==> src/rtl/core/ast_pkg.sv <==
`timescale 1ns / 1ps
// ----------------------------------------------------------------------------
// Alarm state table package
// Shared field widths, request codes and the structs that pass between the
// table controller and the match unit.
// ----------------------------------------------------------------------------
package ast_pkg;

  localparam int unsigned ID_W    = 8;
  localparam int unsigned STATE_W = 8;

  // An id of zero marks a free slot.
  localparam logic [ID_W-1:0] FREE_ID = 8'h00;

  // Request codes.
  localparam logic OP_SET = 1'b0;
  localparam logic OP_GET = 1'b1;

  // One table entry as it is stored in the memory.
  typedef struct packed {
    logic [ID_W-1:0]    id;
    logic [STATE_W-1:0] state;
  } ast_entry_t;

  // Controls from the sequencer to the match unit.
  typedef struct packed {
    logic clear;   // start of a new request
    logic cmp_en;  // read data of the scanned entry is present
  } ast_scan_ctl_t;

  // Summary of a finished scan.
  typedef struct packed {
    logic               hit;        // some entry holds the key
    logic               free_hit;   // some entry is free
    logic [STATE_W-1:0] hit_state;  // state of the first matching entry
  } ast_scan_res_t;

endpackage

==> src/rtl/core/ast_if.sv <==
`timescale 1ns / 1ps
// ----------------------------------------------------------------------------
// Alarm state table channels
// Valid/ready channels for requests and responses.
// ----------------------------------------------------------------------------
interface ast_req_if;
  logic                        valid;
  logic                        ready;
  logic                        op;
  logic [ast_pkg::ID_W-1:0]    alarm_id;
  logic [ast_pkg::STATE_W-1:0] new_state;

  modport source (output valid, output op, output alarm_id, output new_state,
                  input ready);
  modport sink   (input valid, input op, input alarm_id, input new_state,
                  output ready);
endinterface

interface ast_rsp_if;
  logic                        valid;
  logic                        ready;
  logic                        success;
  logic [ast_pkg::STATE_W-1:0] state_out;

  modport source (output valid, output success, output state_out, input ready);
  modport sink   (input valid, input success, input state_out, output ready);
endinterface

==> src/rtl/core/alarm_state_table_unit.sv <==
`timescale 1ns / 1ps
// ----------------------------------------------------------------------------
// Alarm state table
// Associative table of alarm ids and states with set and get requests.
// ----------------------------------------------------------------------------
// Each request passes through four states: S_IDLE takes the beat, S_SCAN
// reads every slot in turn through the single read port of the table
// memory, S_WAIT compares the last read data, and S_FINISH writes the entry
// back and loads the response. The write-back in S_FINISH waits for as long
// as the output register still holds a response the sink has not taken.
// A new request is taken as soon as the previous one has left its
// response in the output register, even while that response still waits
// for the sink. The table reads as all free after
// reset with no clearing pass: a flip-flop per entry marks it as written, and
// an unwritten entry reads as id 0, state 0. A set claims the first free slot
// when its id is absent and fails when the table is full; id 0 matches the
// first free slot for both set and get.
module alarm_state_table_unit #(
  parameter int unsigned ENTRIES = 16
) (
  input  logic      clk_i,
  input  logic      rst_ni,
  ast_req_if.sink   req_i,
  ast_rsp_if.source rsp_o
);

  localparam int unsigned IDX_W   = ENTRIES > 1 ? $clog2(ENTRIES) : 1;
  localparam int unsigned ENTRY_W = $bits(ast_pkg::ast_entry_t);
  localparam logic [IDX_W-1:0] LAST_IDX = IDX_W'(ENTRIES - 1);

  typedef enum logic [1:0] {
    S_IDLE,
    S_SCAN,
    S_WAIT,
    S_FINISH
  } state_e;

  state_e                      state_q;
  logic [IDX_W-1:0]            addr_q;
  logic                        rd_vld_q;
  logic [IDX_W-1:0]            rd_idx_q;
  logic                        op_q;
  logic [ast_pkg::ID_W-1:0]    id_q;
  logic [ast_pkg::STATE_W-1:0] st_q;
  logic                        out_valid_q;
  logic                        out_success_q;
  logic [ast_pkg::STATE_W-1:0] out_state_q;
  logic [ENTRIES-1:0]          written_q;

  logic                   req_fire;
  logic                   out_free;
  logic                   finish;
  logic                   set_ok;
  logic                   ram_we;
  logic                   ram_re;
  logic [ENTRY_W-1:0]     ram_rdata;
  ast_pkg::ast_entry_t    ram_wentry;
  ast_pkg::ast_entry_t    rd_entry;
  ast_pkg::ast_scan_ctl_t scan_ctl;
  ast_pkg::ast_scan_res_t scan_res;
  logic [IDX_W-1:0]       wr_idx;

  // Handshake and write-back conditions.
  assign req_i.ready = (state_q == S_IDLE);
  assign req_fire    = req_i.valid & req_i.ready;
  assign out_free    = !out_valid_q || rsp_o.ready;
  assign finish      = (state_q == S_FINISH) && out_free;
  assign set_ok      = scan_res.hit || scan_res.free_hit;
  assign ram_we      = finish && (op_q == ast_pkg::OP_SET) && set_ok;
  assign ram_re      = (state_q == S_SCAN);

  // Sequencer, scan address and output register.
  always_ff @(posedge clk_i or negedge rst_ni) begin
    if (!rst_ni) begin
      state_q       <= S_IDLE;
      addr_q        <= '0;
      rd_vld_q      <= 1'b0;
      rd_idx_q      <= '0;
      op_q          <= ast_pkg::OP_SET;
      id_q          <= '0;
      st_q          <= '0;
      out_valid_q   <= 1'b0;
      out_success_q <= 1'b0;
      out_state_q   <= '0;
    end else begin
      rd_vld_q <= ram_re;
      rd_idx_q <= addr_q;
      if (finish) begin
        out_valid_q <= 1'b1;
      end else if (rsp_o.ready) begin
        out_valid_q <= 1'b0;
      end
      case (state_q)
        S_IDLE: begin
          if (req_fire) begin
            op_q    <= req_i.op;
            id_q    <= req_i.alarm_id;
            st_q    <= req_i.new_state;
            addr_q  <= '0;
            state_q <= S_SCAN;
          end
        end
        S_SCAN: begin
          if (addr_q == LAST_IDX) begin
            state_q <= S_WAIT;
          end else begin
            addr_q <= addr_q + 1'b1;
          end
        end
        S_WAIT: begin
          state_q <= S_FINISH;
        end
        S_FINISH: begin
          if (out_free) begin
            if (op_q == ast_pkg::OP_SET) begin
              out_success_q <= set_ok;
              out_state_q   <= '0;
            end else begin
              out_success_q <= scan_res.hit;
              out_state_q   <= scan_res.hit ? scan_res.hit_state : '0;
            end
            state_q <= S_IDLE;
          end
        end
        default: begin
          state_q <= S_IDLE;
        end
      endcase
    end
  end

  // Per-entry written marks; an unwritten entry reads as free with state 0.
  always_ff @(posedge clk_i or negedge rst_ni) begin
    if (!rst_ni) begin
      written_q <= '0;
    end else if (ram_we) begin
      written_q[wr_idx] <= 1'b1;
    end
  end

  assign rd_entry = written_q[rd_idx_q] ? ast_pkg::ast_entry_t'(ram_rdata) : '0;

  assign ram_wentry.id    = id_q;
  assign ram_wentry.state = st_q;

  // Table memory.
  ast_ram #(
    .WIDTH (ENTRY_W),
    .DEPTH (ENTRIES)
  ) u_ram (
    .clk_i   (clk_i),
    .we_i    (ram_we),
    .waddr_i (wr_idx),
    .wdata_i (ram_wentry),
    .re_i    (ram_re),
    .raddr_i (addr_q),
    .rdata_o (ram_rdata)
  );

  // Match tracking over the scan.
  assign scan_ctl.clear  = req_fire;
  assign scan_ctl.cmp_en = rd_vld_q;

  ast_match #(
    .ENTRIES (ENTRIES)
  ) u_match (
    .clk_i      (clk_i),
    .rst_ni     (rst_ni),
    .ctl_i      (scan_ctl),
    .key_i      (id_q),
    .rd_entry_i (rd_entry),
    .rd_idx_i   (rd_idx_q),
    .res_o      (scan_res),
    .wr_idx_o   (wr_idx)
  );

  // Response channel.
  assign rsp_o.valid     = out_valid_q;
  assign rsp_o.success   = out_success_q;
  assign rsp_o.state_out = out_state_q;

`ifndef SYNTHESIS
  // A taken request always starts a scan.
  assert property (@(posedge clk_i) disable iff (!rst_ni)
    req_fire |=> state_q == S_SCAN)
    else $error("accepted request did not start a scan");

  // The table is written back only at the end of a set request.
  assert property (@(posedge clk_i) disable iff (!rst_ni)
    ram_we |-> (state_q == S_FINISH) && (op_q == ast_pkg::OP_SET))
    else $error("table write outside a set write-back");

  // Read data is compared only while the scan is in flight.
  assert property (@(posedge clk_i) disable iff (!rst_ni)
    rd_vld_q |-> (state_q == S_SCAN) || (state_q == S_WAIT))
    else $error("entry compare outside the scan");

  // A failed lookup never reports a state.
  assert property (@(posedge clk_i) disable iff (!rst_ni)
    (out_valid_q && !out_success_q) |-> (out_state_q == '0))
    else $error("failed response carries a nonzero state");
`endif

endmodule

==> src/rtl/core/ast_ram.sv <==
`timescale 1ns / 1ps
// ----------------------------------------------------------------------------
// Generic RAM
// One write port and one read port with registered read data.
// ----------------------------------------------------------------------------
module ast_ram #(
  parameter int unsigned WIDTH = 16,
  parameter int unsigned DEPTH = 16
) (
  input  logic                                      clk_i,
  input  logic                                      we_i,
  input  logic [(DEPTH > 1 ? $clog2(DEPTH) : 1)-1:0] waddr_i,
  input  logic [WIDTH-1:0]                          wdata_i,
  input  logic                                      re_i,
  input  logic [(DEPTH > 1 ? $clog2(DEPTH) : 1)-1:0] raddr_i,
  output logic [WIDTH-1:0]                          rdata_o
);

  logic [WIDTH-1:0] mem_q [DEPTH];

  // Write port.
  always_ff @(posedge clk_i) begin
    if (we_i) begin
      mem_q[waddr_i] <= wdata_i;
    end
  end

  // Registered read port.
  always_ff @(posedge clk_i) begin
    if (re_i) begin
      rdata_o <= mem_q[raddr_i];
    end
  end

endmodule

==> src/rtl/core/ast_match.sv <==
`timescale 1ns / 1ps
// ----------------------------------------------------------------------------
// Alarm state table match unit
// Watches the entries as the scan reads them and keeps the first entry that
// holds the key and the first free entry.
// ----------------------------------------------------------------------------
module ast_match #(
  parameter int unsigned ENTRIES = 16
) (
  input  logic                                          clk_i,
  input  logic                                          rst_ni,
  input  ast_pkg::ast_scan_ctl_t                        ctl_i,
  input  logic [ast_pkg::ID_W-1:0]                      key_i,
  input  ast_pkg::ast_entry_t                           rd_entry_i,
  input  logic [(ENTRIES > 1 ? $clog2(ENTRIES) : 1)-1:0] rd_idx_i,
  output ast_pkg::ast_scan_res_t                        res_o,
  output logic [(ENTRIES > 1 ? $clog2(ENTRIES) : 1)-1:0] wr_idx_o
);

  localparam int unsigned IDX_W = ENTRIES > 1 ? $clog2(ENTRIES) : 1;

  logic                        hit_q;
  logic [IDX_W-1:0]            hit_idx_q;
  logic [ast_pkg::STATE_W-1:0] hit_state_q;
  logic                        free_q;
  logic [IDX_W-1:0]            free_idx_q;

  // Keep only the first match and the first free slot in scan order.
  always_ff @(posedge clk_i or negedge rst_ni) begin
    if (!rst_ni) begin
      hit_q       <= 1'b0;
      hit_idx_q   <= '0;
      hit_state_q <= '0;
      free_q      <= 1'b0;
      free_idx_q  <= '0;
    end else if (ctl_i.clear) begin
      hit_q  <= 1'b0;
      free_q <= 1'b0;
    end else if (ctl_i.cmp_en) begin
      if (!hit_q && (rd_entry_i.id == key_i)) begin
        hit_q       <= 1'b1;
        hit_idx_q   <= rd_idx_i;
        hit_state_q <= rd_entry_i.state;
      end
      if (!free_q && (rd_entry_i.id == ast_pkg::FREE_ID)) begin
        free_q     <= 1'b1;
        free_idx_q <= rd_idx_i;
      end
    end
  end

  // An update goes to the matching entry, otherwise to the first free one.
  assign wr_idx_o        = hit_q ? hit_idx_q : free_idx_q;
  assign res_o.hit       = hit_q;
  assign res_o.free_hit  = free_q;
  assign res_o.hit_state = hit_state_q;

endmodule

==> src/flat_wrapper.sv <==
// flat-port wrapper written by rule: the top's interface ports become plain ports
module alarm_state_table_unit_flat 
#(
  parameter int unsigned ENTRIES = 16
)
  (clk_i, rst_ni, req_i_valid, req_i_op, req_i_alarm_id, req_i_new_state, req_i_ready, rsp_o_valid, rsp_o_success, rsp_o_state_out, rsp_o_ready);
  ast_req_if req_i_i ();
  ast_rsp_if rsp_o_i ();
  input  logic clk_i;
  input  logic rst_ni;
  input wire logic [$bits(req_i_i.valid)-1:0] req_i_valid;
  input wire logic [$bits(req_i_i.op)-1:0] req_i_op;
  input wire logic [$bits(req_i_i.alarm_id)-1:0] req_i_alarm_id;
  input wire logic [$bits(req_i_i.new_state)-1:0] req_i_new_state;
  output wire logic [$bits(req_i_i.ready)-1:0] req_i_ready;
  output wire logic [$bits(rsp_o_i.valid)-1:0] rsp_o_valid;
  output wire logic [$bits(rsp_o_i.success)-1:0] rsp_o_success;
  output wire logic [$bits(rsp_o_i.state_out)-1:0] rsp_o_state_out;
  input wire logic [$bits(rsp_o_i.ready)-1:0] rsp_o_ready;
  assign req_i_i.valid = req_i_valid;
  assign req_i_i.op = req_i_op;
  assign req_i_i.alarm_id = req_i_alarm_id;
  assign req_i_i.new_state = req_i_new_state;
  assign req_i_ready = req_i_i.ready;
  assign rsp_o_valid = rsp_o_i.valid;
  assign rsp_o_success = rsp_o_i.success;
  assign rsp_o_state_out = rsp_o_i.state_out;
  assign rsp_o_i.ready = rsp_o_ready;
  alarm_state_table_unit #(.ENTRIES(ENTRIES)) u_core (.clk_i(clk_i), .rst_ni(rst_ni), .req_i(req_i_i), .rsp_o(rsp_o_i));
endmodule
==> config.mk <==
export PLATFORM = sky130hd
export DESIGN_NAME = alarm_state_table_unit_flat
export DESIGN_NICKNAME = d
export VERILOG_FILES = /design/src/rtl/core/ast_pkg.sv /design/src/rtl/core/ast_if.sv /design/src/rtl/core/alarm_state_table_unit.sv /design/src/rtl/core/ast_ram.sv /design/src/rtl/core/ast_match.sv /design/src/flat_wrapper.sv
export SDC_FILE = /design/constraint.sdc
export NUM_CORES = 1
export LEC_CHECK = 0
export BUFFER_PORTS_ARGS = -buffer_cell sky130_fd_sc_hd__buf_2
export CORE_AREA = 8 8 159 161
export CTS_CLUSTER_SIZE = 30
export DETAILED_ROUTE_END_ITERATION = 6
export DIE_AREA = 0 0 167 169
export GPL_TIMING_DRIVEN = 0
export PLACE_DENSITY_LB_ADDON = 0.15
export SLEW_MARGIN = 20
export SYNTH_ARGS = -nofsm -noshare
export SYNTH_HDL_FRONTEND = slang
export SYNTH_SLANG_ARGS = --single-unit
==> constraint.sdc <==
create_clock -name clk_i -period 3.3 [get_ports clk_i]
set_input_delay 0 -clock clk_i [delete_from_list [all_inputs] [get_ports clk_i]]
set_output_delay 0 -clock clk_i [all_outputs]
set_load 0.05 [all_outputs]
[Word-level counts from Yosys, hierarchy flattened]
Memory sizes are Yosys's and may differ from the RTL's. A register that Yosys moved wholly into a read port is not among the register bits.
Index checks and enable logic that the tools add are counted.
Storage, ports and cells
  output and inout port bits: 11
  RAM bits: 256
  memories kept: 1
  register bits: 72
  input bits: 21
  logic and storage cells: 86
Memories
  u_core.u_ram.mem_q: words 16, bits a word 16, rd ports 1, clocked after memory_dff 1, write ports 1, RTL line ast_ram.sv:19  | logic [WIDTH-1:0] mem_q [DEPTH];
Cells by class
  equality and inequality tests: 9
  order comparisons: 3
  bitwise logic cells: 4
  multiplexer cells: 26
  add/subtract/negate cells: 1
  reductions and logical operators: 26
Operators by type and width (count)
  2-to-1 mux 16 bit: 1
  2-to-1 mux 8 bit: 2
  OR 16 bit: 1
  2-to-1 mux 1 bit: 13
  2-to-1 mux 4 bit: 3
  AND reduction 3 bit: 4
  < comparator 4 x 5 -> 1 bit, second input constant: 2
  nonzero test 2 bit: 5
  equality test 8 bit: 1
  zero test 8 bit: 1
  case mux 2 bit (4 select lines): 1
  case mux 4 bit (2 select lines): 1
  AND reduction 2 bit: 4
  logical AND 1 bit: 6
  2-to-1 mux 2 bit: 3
  inequality test 2 bit, second input constant: 3
  adder 4 x 1 -> 4 bit, second input constant: 1
  binary-select mux 1 bit (select 4 bit): 1
  demux 1 bit (select 4 bit): 1
  equality test 2 bit, second input constant: 2
  equality test 4 bit, second input constant: 1
  greater-or-equal comparator 4 x 1 -> 1 bit, second input constant: 1
  zero test 1 bit: 3
  equality test 2 x 1 -> 1 bit, second input constant: 1
  other kinds (5): 7

[Depth between registers and ports, before layout]
Gate-level depths: netlist of run 1.
  depth after elaboration: 8
  depth in mapped cells: 10
  depth with buffers taken out: 8

[Hierarchy]
Synthesis of run 1 repeated with hierarchy kept, for this count alone.
Second synthesis, totals
  cell total of the unflattened synthesis: 698
  area, all modules: 13525.5 sq um
Modules (own cells, without submodules)
  ast_ram: cells each 432, area an instance 10202.3 sq um, times used 1, sequential area each 8167.8 sq um
  alarm_state_table_unit: cells each 204, area an instance 2463.6 sq um, times used 1, sequential area each 1351.3 sq um
  ast_match: cells each 62, area an instance 859.6 sq um, times used 1, sequential area each 450.4 sq um

[Worst setup path after synthesis of run 1]
No wires, ideal clock.
  kind: register -> register
  start: register u_core.addr_q[0]
  end: register u_core.u_ram.rdata_o[0], read port of u_core.u_ram.mem_q (data pin)
  setup time: 272 ps
  period minus slack after synthesis: 2794 ps
  required time: 3028 ps
  cell stages (with the launch flop): 6
  buffers on the path: 3
  arrival time: 2522 ps
  slack: 506 ps
  path through: dfrtp_1 clkbuf_1 buf_1 buf_1 mux4_2 mux4_2
RTL lines
  start: declaration: RTL line alarm_state_table_unit.sv:39  | logic [IDX_W-1:0] addr_q;
  start signal: assignment: RTL line alarm_state_table_unit.sv:107  | addr_q <= addr_q + 1'b1;
  end: declaration: RTL line ast_ram.sv:16  | output logic [WIDTH-1:0] rdata_o

[Worst setup path in the final report of run 1]
  start: register u_core.rd_idx_q[0]
  end: register u_core.u_match.free_idx_q[3]
Between the ends
  word-level cells in the longest chain between the ends: 6
RTL lines
  start: declaration: RTL line alarm_state_table_unit.sv:41  | logic [IDX_W-1:0] rd_idx_q;
  start signal: assignment: RTL line alarm_state_table_unit.sv:87  | rd_idx_q <= addr_q;
  binary-select mux 1 bit (select 4 bit): RTL line alarm_state_table_unit.sv:141  | assign rd_entry = written_q[rd_idx_q] ? ast_pkg::ast_entry_t'(ram_rdata) : '0;
  2-to-1 mux 1 bit (implied by the code): RTL line alarm_state_table_unit.sv:141
  2-to-1 mux 16 bit: RTL line alarm_state_table_unit.sv:141
  zero test 8 bit: RTL line ast_match.sv:45  | if (!free_q && (rd_entry_i.id == ast_pkg::FREE_ID)) begin
  logical AND 1 bit: RTL line ast_match.sv:45
  AND reduction 3 bit (no line)
  end signal: assignment: RTL line ast_match.sv:47  | free_idx_q <= rd_idx_i;
  end: declaration: RTL line ast_match.sv:26  | logic [IDX_W-1:0] free_idx_q;
Every way passes these cells. The select of a mux whose other input is x is not followed.
A chain may end at the register's enable or synchronous reset.

==> impl_results.md, run 1 <==
- Status: complete, no violations
- Row cnt: 56
- Ys async rst share: 0.209
- Die Footprint: 28200 um2
- #FFs+latches synth: 344
- Warnings, synthesis: 0
- Post-Place Worst Slack: -0.306 ns
- Fill cells: 1413
- Mapped cell area: 13400 um2
- DR DRC count: 0
- Layout Utilization: 0.688
- Largest net degree at the start of global routing: 61
- GR Util All Layers: 0.225
- Rel. slew slack: 0.282
- CTS tree: done
- Initial Util: 0.583
- Largest family of logic cells by synthesized area: multiplexers
- Max_cap viols: 0
- WP data arrival: 3.47 ns
- Compound-Gate Fraction of Synth Area: 0.0223
- CTS HTree Levels: 2
- Worst Skew: 0.0166 ns
- Startpoint types: flop
- Post-Synth XOR/XNOR Area: 0.00393
- Layout cell share with drive strength beyond 1: 0.309
- Syn Area/Cell: 19.7 um2
- Pwr Density: 844 nW/um2
- Via density: 6.37
- Vias in the first global route: 7447
- Top post-synthesis cells by area: edfxtp_1, mux4_2, dfrtp_1
- Crit path buf inv count: 2
- TritonCTS Buffers: 36
- Synth top area share: 0.611
- Mapped Nets: 706
- Die Wd: 167 um
- Total wire length: 30700 um
- Power Total: 0.0133 W
- Vias after detailed routing: 7006
- Antenna-violating nets left: 0
- RSZ-0062 raised after global routing: false
- Clock Latency Late Sink: 0.52 ns
- Largest stage delay, worst path: 0.74 ns
- WL/cell: 27.9 um
- Setup TNS: 0 ns
- Delay-heaviest family, CP: compound AO/OA/AOI/OAI gates
- Setup CP Type: reg -> reg
- Critical path's slowest cell: a211oi_1
- Final hold vios: 0
- Max Transition Viols Final: 0
- Synth area leader: edfxtp_1
- Synthesis-to-layout area growth: 18.0%
- CORE AREA: 22900 um2
- Top_reg_cell synth: edfxtp_1
- Fin crit share: 0.933
- Final GP Congestion: 0.904
- Cell count after placement: 1014
- Port bufs: 31
- DP HPWL: 18900 um
- Aggregate global routing overflow: 0
- Initial drt markers: 845
- I/O pin cnt: 32
- CTS clk-pin slew, worst paths: 0.06 ns
- Pre-Repair DR Iteration Count: 5
- Antenna violations before repair: 0
- Req. time, crit path: 3.69 ns
- Hold/Removal Path Class: in -> async
- Most common cell after layout, fill and taps aside: edfxtp_1
- CTS Root Cell: clkbuf_16
- Setup-failing EPs final: 0
- Mux cell area share after synthesis: 0.169
- Die height: 169 um
- CP cell instances: buf_6 -> mux4_2 -> a22oi_1 -> nand2_1 -> buf_4 -> a211oi_1 -> mux2_2
- Slew @ Worst Pin: 1.08 ns
- Crit path time final: 3.08 ns
- Setup slack, reg-to-reg: 0.22 ns
- Number of diodes: 0
- Crit path max fanout: 10
- Fraction of the mapped netlist area in adder cells: 0.00468
- Seq/Total Area, Yosys: 0.746
- Post-synth EDFFs: 272
- Commonest non-fill, non-tap cells in the layout: edfxtp_1, mux4_2, dfrtp_1, nand2_1, clkbuf_16
- Max VDD drop: 0.512 mV
- NumNets Final: 809
- Post-route setup slack: 0.223 ns
- Leak pwr: 5.53 nW
- CP Capture Type: flop
- First-pass GRT wire length: 46300 um
- Synth cell types: 45
- Max Root-Sink Buffers: 3
- Max Fclk: 325 MHz
- Sink Count: 344
- Mapped Cells: 680
- Non-Filler Instances: 1100
- Simple-gate share of the synthesized area: 0.0393
## metrics by stage
| stage | instance area (um2) | hold WS (ns) |
|---|---|---|
| finish | 15800 | 0.0617 |
| global placement | 13900 | 0.231 |
| detailed placement | 14300 | -0.103 |
| global route | 15800 | 0.0832 |
| floorplan | 13400 | -0.296 |
| CTS | 15800 | 0.0562 |
## state kept, by name (all words and copies together), names as in the netlist
register and count:
u_core.u_ram.rdata_o 16, u_core.rsp_o.state_out 8, u_core.rd_vld_q 1, u_core.rsp_o.success 1, u_core.u_match.hit_state_q 8, u_core.u_ram.mem_q 256, u_core.u_match.free_q 1, u_core.written_q 16
u_core.id_q 8, u_core.state_q 2, u_core.st_q 8, u_core.rsp_o.valid 1, u_core.op_q 1, u_core.u_match.hit_q 1, u_core.addr_q 4, u_core.u_match.hit_idx_q 4
u_core.rd_idx_q 4, u_core.u_match.free_idx_q 4
## worst reg2reg max path: stages, from the launching register on
cell	delay [ns]
dfrtp_1	0.36
buf_6	0.15
mux4_2	0.55
a22oi_1	0.37
nand2_1	0.15
buf_4	0.21
a211oi_1	0.74
mux2_2	0.43
## cell usage after synthesis, drive strengths merged, types with 8 or more instances
cell	number
edfxtp	272
mux4	82
dfrtp	72
nand2	38
mux2	25
nor2	23
o21ai	21
clkbuf	19
inv	17
or2	17
mux2i	13
buf	11
nand3	10
a21oi	8
## per-layer routing
| metal | GRT usage | wire length (um) | up-vias |
|---|---|---|---|
| met2 | 0.358 | 14500 | 359 |
| met5 | 0 | 0 | - |
| met3 | 0.0450 | 2700 | 76 |
| met1 | 0.307 | 12400 | 3656 |
| met4 | 0.0866 | 1120 | 0 |
| li1 | - | - | 2915 |
## layout make-up
class	instances	area (um2)	share of cell area
buffer	30	158	0.0100
clock buffer	45	955	0.0605
clock inverter	20	278	0.0176
inverter	17	63.8	0.00405
multi-input combinational	289	3320	0.211
sequential	344	9970	0.632
tap	290	363	0.0230
timing repair buffer	65	661	0.0419
## what timing repair did
item,CTS,global route
buffers inserted,0,0
hold buffers,21,0
resized for setup,6,2
setup endpoints to repair,16,16
endpoints found under the hold margin,94,0
## where the power goes
group / internal (W) / total [W] / switching, W
Sequential: 0.00563 / 0.00632 / 0.000690
Clock: 0.00254 / 0.00418 / 0.00164
Combinational: 0.00128 / 0.00281 / 0.00153
## cell families (layout without fill, tap and decap cells)
group	count (synthesis)	after routing
flip-flops	344	344
buffers and inverters	47	177
adder cells (fa/ha/maj)	5	5
XOR/XNOR	6	6
AND/OR/NAND/NOR	111	111
multiplexers	120	120
AO/OA/AOI/OAI	47	47
## worst paths after layout
path | from | endpoint | cells after the start
hold / removal | rst_ni | u_core.rsp_o.state_out[3] | 3
setup reg to reg | u_core.rd_idx_q[0] | u_core.u_match.free_idx_q[3] | 7
min in group clk_i | req_i_new_state[3] | u_core.st_q[3] | 3
max in group asynchronous | rst_ni | u_core.st_q[6] | 3
setup / recovery | u_core.rd_idx_q[0] | u_core.u_match.free_idx_q[3] | 7
hold reg to reg | u_core.addr_q[3] | u_core.rd_idx_q[3] | 0
(Power assumes the default switching activity.)
==> run 2: changes to the inputs <==
- CORE_AREA: 8 8 159 161 -> 8 8 202 127
- CTS_CLUSTER_DIAMETER: unset -> 40
- DIE_AREA: 0 0 167 169 -> 0 0 210 135
==> run 2 against run 1 <==
Against the previous run: first-iteration DRC count is 28% lower; the run now ends with hold timing left; die area rose by 0.45%; largest power group unchanged; clock skew down 0.0024 ns; design area fell by 2.1%; critical path depth down 2.
==> impl_results.md, run 2 (synthesis gave the netlist of run 1 again) <==
- Post-DP Area: 14100 um2 (was 14300 um2)
- DP HPWL: 18400 um (was 18900 um)
- Pwr Density: 832 nW/um2 (was 844 nW/um2)
- Slew @ Worst Pin: 1.16 ns (was 1.08 ns)
- Most flops, register: u_core.u_ram.mem_q (unchanged)
- Power Total: 0.0128 W (was 0.0133 W)
- Clock power frac: 0.287 (was 0.314)
- Biggest regs: u_core.u_ram.mem_q (256), u_core.u_ram.rdata_o (16), u_core.written_q (16) (unchanged)
- Max_cap viols: 0 (unchanged)
- NumNets Final: 796 (was 809)
- Combinational power share: 0.221 (was 0.211)
- Aggregate global routing overflow: 0 (unchanged)
- Layout Utilization: 0.681 (was 0.688)
- Sink Count: 344 (unchanged)
- Cell count after placement: 1031 (was 1014)
- Hold/Removal Path Class: in -> async (unchanged)
- Failing checks: hold timing
- Synthesis-to-layout area growth: 15.5% (was 18.0%)
- Max Transition Viols Final: 0 (unchanged)
- CP cell instances: clkbuf_1 -> clkdlybuf4s15_2 -> clkdlybuf4s15_2 -> mux4_2 -> mux4_2 (was buf_6 -> mux4_2 -> a22oi_1 -> nand2_1 -> buf_4 -> a211oi_1 -> mux2_2)
- Max reg flops: 256 (unchanged)
- CORE AREA: 22700 um2 (was 22900 um2)
- Status: complete, but fails checks (was complete, no violations)
- Port bufs: 31 (unchanged)
- CTS clk-pin slew, worst paths: 0.08 ns (was 0.06 ns)
- Fin crit share: 0.971 (was 0.933)
- Vias after detailed routing: 6807 (was 7006)
- Crit path buf inv count: 3 (was 2)
- Final Cell Area: 15400 um2 (was 15800 um2)
- Max VDD drop: 0.574 mV (was 0.512 mV)
- RSZ-0062 raised after global routing: false (unchanged)
- GR Util All Layers: 0.207 (was 0.225)
- WL/cell: 26.1 um (was 27.9 um)
- Delay-heaviest family, CP: buffers and inverters (was compound AO/OA/AOI/OAI gates)
- Non-Filler Instances: 1110 (was 1100)
- Largest stage delay, worst path: 0.62 ns (was 0.74 ns)
- CTS tree: done (unchanged)
- WP data arrival: 3.47 ns (about the same)
- Via density: 6.13 (was 6.37)
- DR DRC count: 0 (unchanged)
- Antenna violations before repair: 0 (unchanged)
- Leak pwr: 5.37 nW (was 5.53 nW)
- Initial Util: 0.590 (was 0.583)
- Req. time, crit path: 3.57 ns (was 3.69 ns)
- Crit path time final: 3.21 ns (was 3.08 ns)
- Most common cell after layout, fill and taps aside: edfxtp_1 (unchanged)
- CTS HTree Levels: 1 (was 2)
- GR Util met1: 0.286 (was 0.307)
- Met2 Track Usage GR: 0.329 (was 0.358)
- Antenna-violating nets left: 0 (unchanged)
- Rel. slew slack: 0.229 (was 0.282)
- Vias in the first global route: 6975 (was 7447)
- TritonCTS Buffers: 31 (was 36)
- Critical path's slowest cell: clkdlybuf4s15_2 (was a211oi_1)
- Worst Skew: 0.0142 ns (was 0.0166 ns)
- Die Wd: 210 um (was 167 um)
- Cell Int Power: 0.00876 W (was 0.00945 W)
- Setup-failing EPs final: 0 (unchanged)
- Net Sw Frac: 0.318 (was 0.290)
- Post-route setup slack: 0.0944 ns (was 0.223 ns)
- Hold WS: -0.00218 ns (was 0.0617 ns)
- Pre-Repair DR Iteration Count: 5 (unchanged)
- Part of the power in registers: 0.491 (was 0.475)
- Number of diodes: 0 (unchanged)
- Die height: 135 um (was 169 um)
- Met3 Use GR: 0.0500 (was 0.0450)
- Setup CP Type: reg -> reg (unchanged)
- Largest net degree at the start of global routing: 56 (was 61)
- Layout cell share with drive strength beyond 1: 0.306 (was 0.309)
- Max Fclk: 312 MHz (was 325 MHz)
- Row cnt: 43 (was 56)
- First-pass GRT wire length: 43300 um (was 46300 um)
- Final GP Congestion: 0.863 (was 0.904)
- Busiest grt layer: met2 (unchanged)
- Max Root-Sink Buffers: 3 (unchanged)
- I/O pin cnt: 32 (unchanged)
- CTS Root Cell: clkbuf_16 (unchanged)
- Final hold vios: 1 (was 0)
- Commonest non-fill, non-tap cells in the layout: edfxtp_1, mux4_2, dfrtp_1, nand2_1, clkbuf_16 (unchanged)
- Initial drt markers: 609 (was 845)
- Post-Place Worst Slack: -0.419 ns (was -0.306 ns)
- Total wire length: 28900 um (was 30700 um)
- Crit path max fanout: 10 (unchanged)
- Die Footprint: 28400 um2 (was 28200 um2)
- Psw: 0.00408 W (was 0.00386 W)
- CP Capture Type: flop (unchanged)
- Startpoint types: flop (unchanged)
- Clock Latency Late Sink: 0.56 ns (was 0.52 ns)
## run 2: per-stage QoR
stage	hold slack, ns	TNS (ns)
after detailed placement	-0.0969	-5.09
after floorplan	-0.296	0
after global routing	0.0288	0
final	-0.00218	0
after global placement	0.231	-4.77
after CTS	0.00532	0
## run 2: repair_timing
| action | CTS | global route |
|---|---|---|
| setup buffers | 0 | 0 |
| resized for setup | 8 | 1 |
| hold buffers | 21 | 0 |
| setup endpoints to repair | 16 | 1 |
| endpoints found under the hold margin | 96 | 0 |
## run 2: path summary, 6_finish.rpt
check / cells after the start / end / slack, ns / startpoint
max reg2reg: 5 / u_core.u_ram.rdata_o[0] / 0.09 / u_core.addr_q[0]
min in group clk_i: 3 / u_core.st_q[2] / 0.20 / req_i_new_state[2]
min reg2reg: 0 / u_core.rd_idx_q[3] / 0.43 / u_core.addr_q[3]
max in group asynchronous: 3 / u_core.u_match.hit_state_q[0] / 2.10 / rst_ni
max: 5 / u_core.u_ram.rdata_o[0] / 0.09 / u_core.addr_q[0]
min: 3 / u_core.rsp_o.state_out[7] / -0.002 / rst_ni
## run 2: cell type report
type | count | area, um2
timing repair buffer | 57 | 455
sequential | 344 | 9970
fill | 1398 | 7210
multi-input combinational | 289 | 3310
clock inverter | 25 | 298
buffer | 30 | 165
clock buffer | 33 | 783
tap | 315 | 394
inverter | 17 | 63.8
## run 2: worst reg2reg max path, stage by stage (launching register included)
cell and delay (ns):
dfrtp_1 0.38, clkbuf_1 0.20, clkdlybuf4s15_2 0.51, clkdlybuf4s15_2 0.62, mux4_2 0.61, mux4_2 0.59
## run 2: power groups by stage
stage,sequential [W],clock (W),combinational [W]
after CTS,0.00630,0.00374,0.00284
after floorplan,0.00617,0,0.00192
after detailed placement,0.00639,0,0.00279
after global routing,0.00640,0.00390,0.00304
final,0.00631,0.00369,0.00284
after global placement,0.00630,0,0.00265
## run 2: metal layers
layer / part of all wire / routed length [um]
met1: 0.41 / 11900
met2: 0.46 / 13300
met3: 0.095 / 2750
met4: 0.032 / 923
met5: 0 / 0
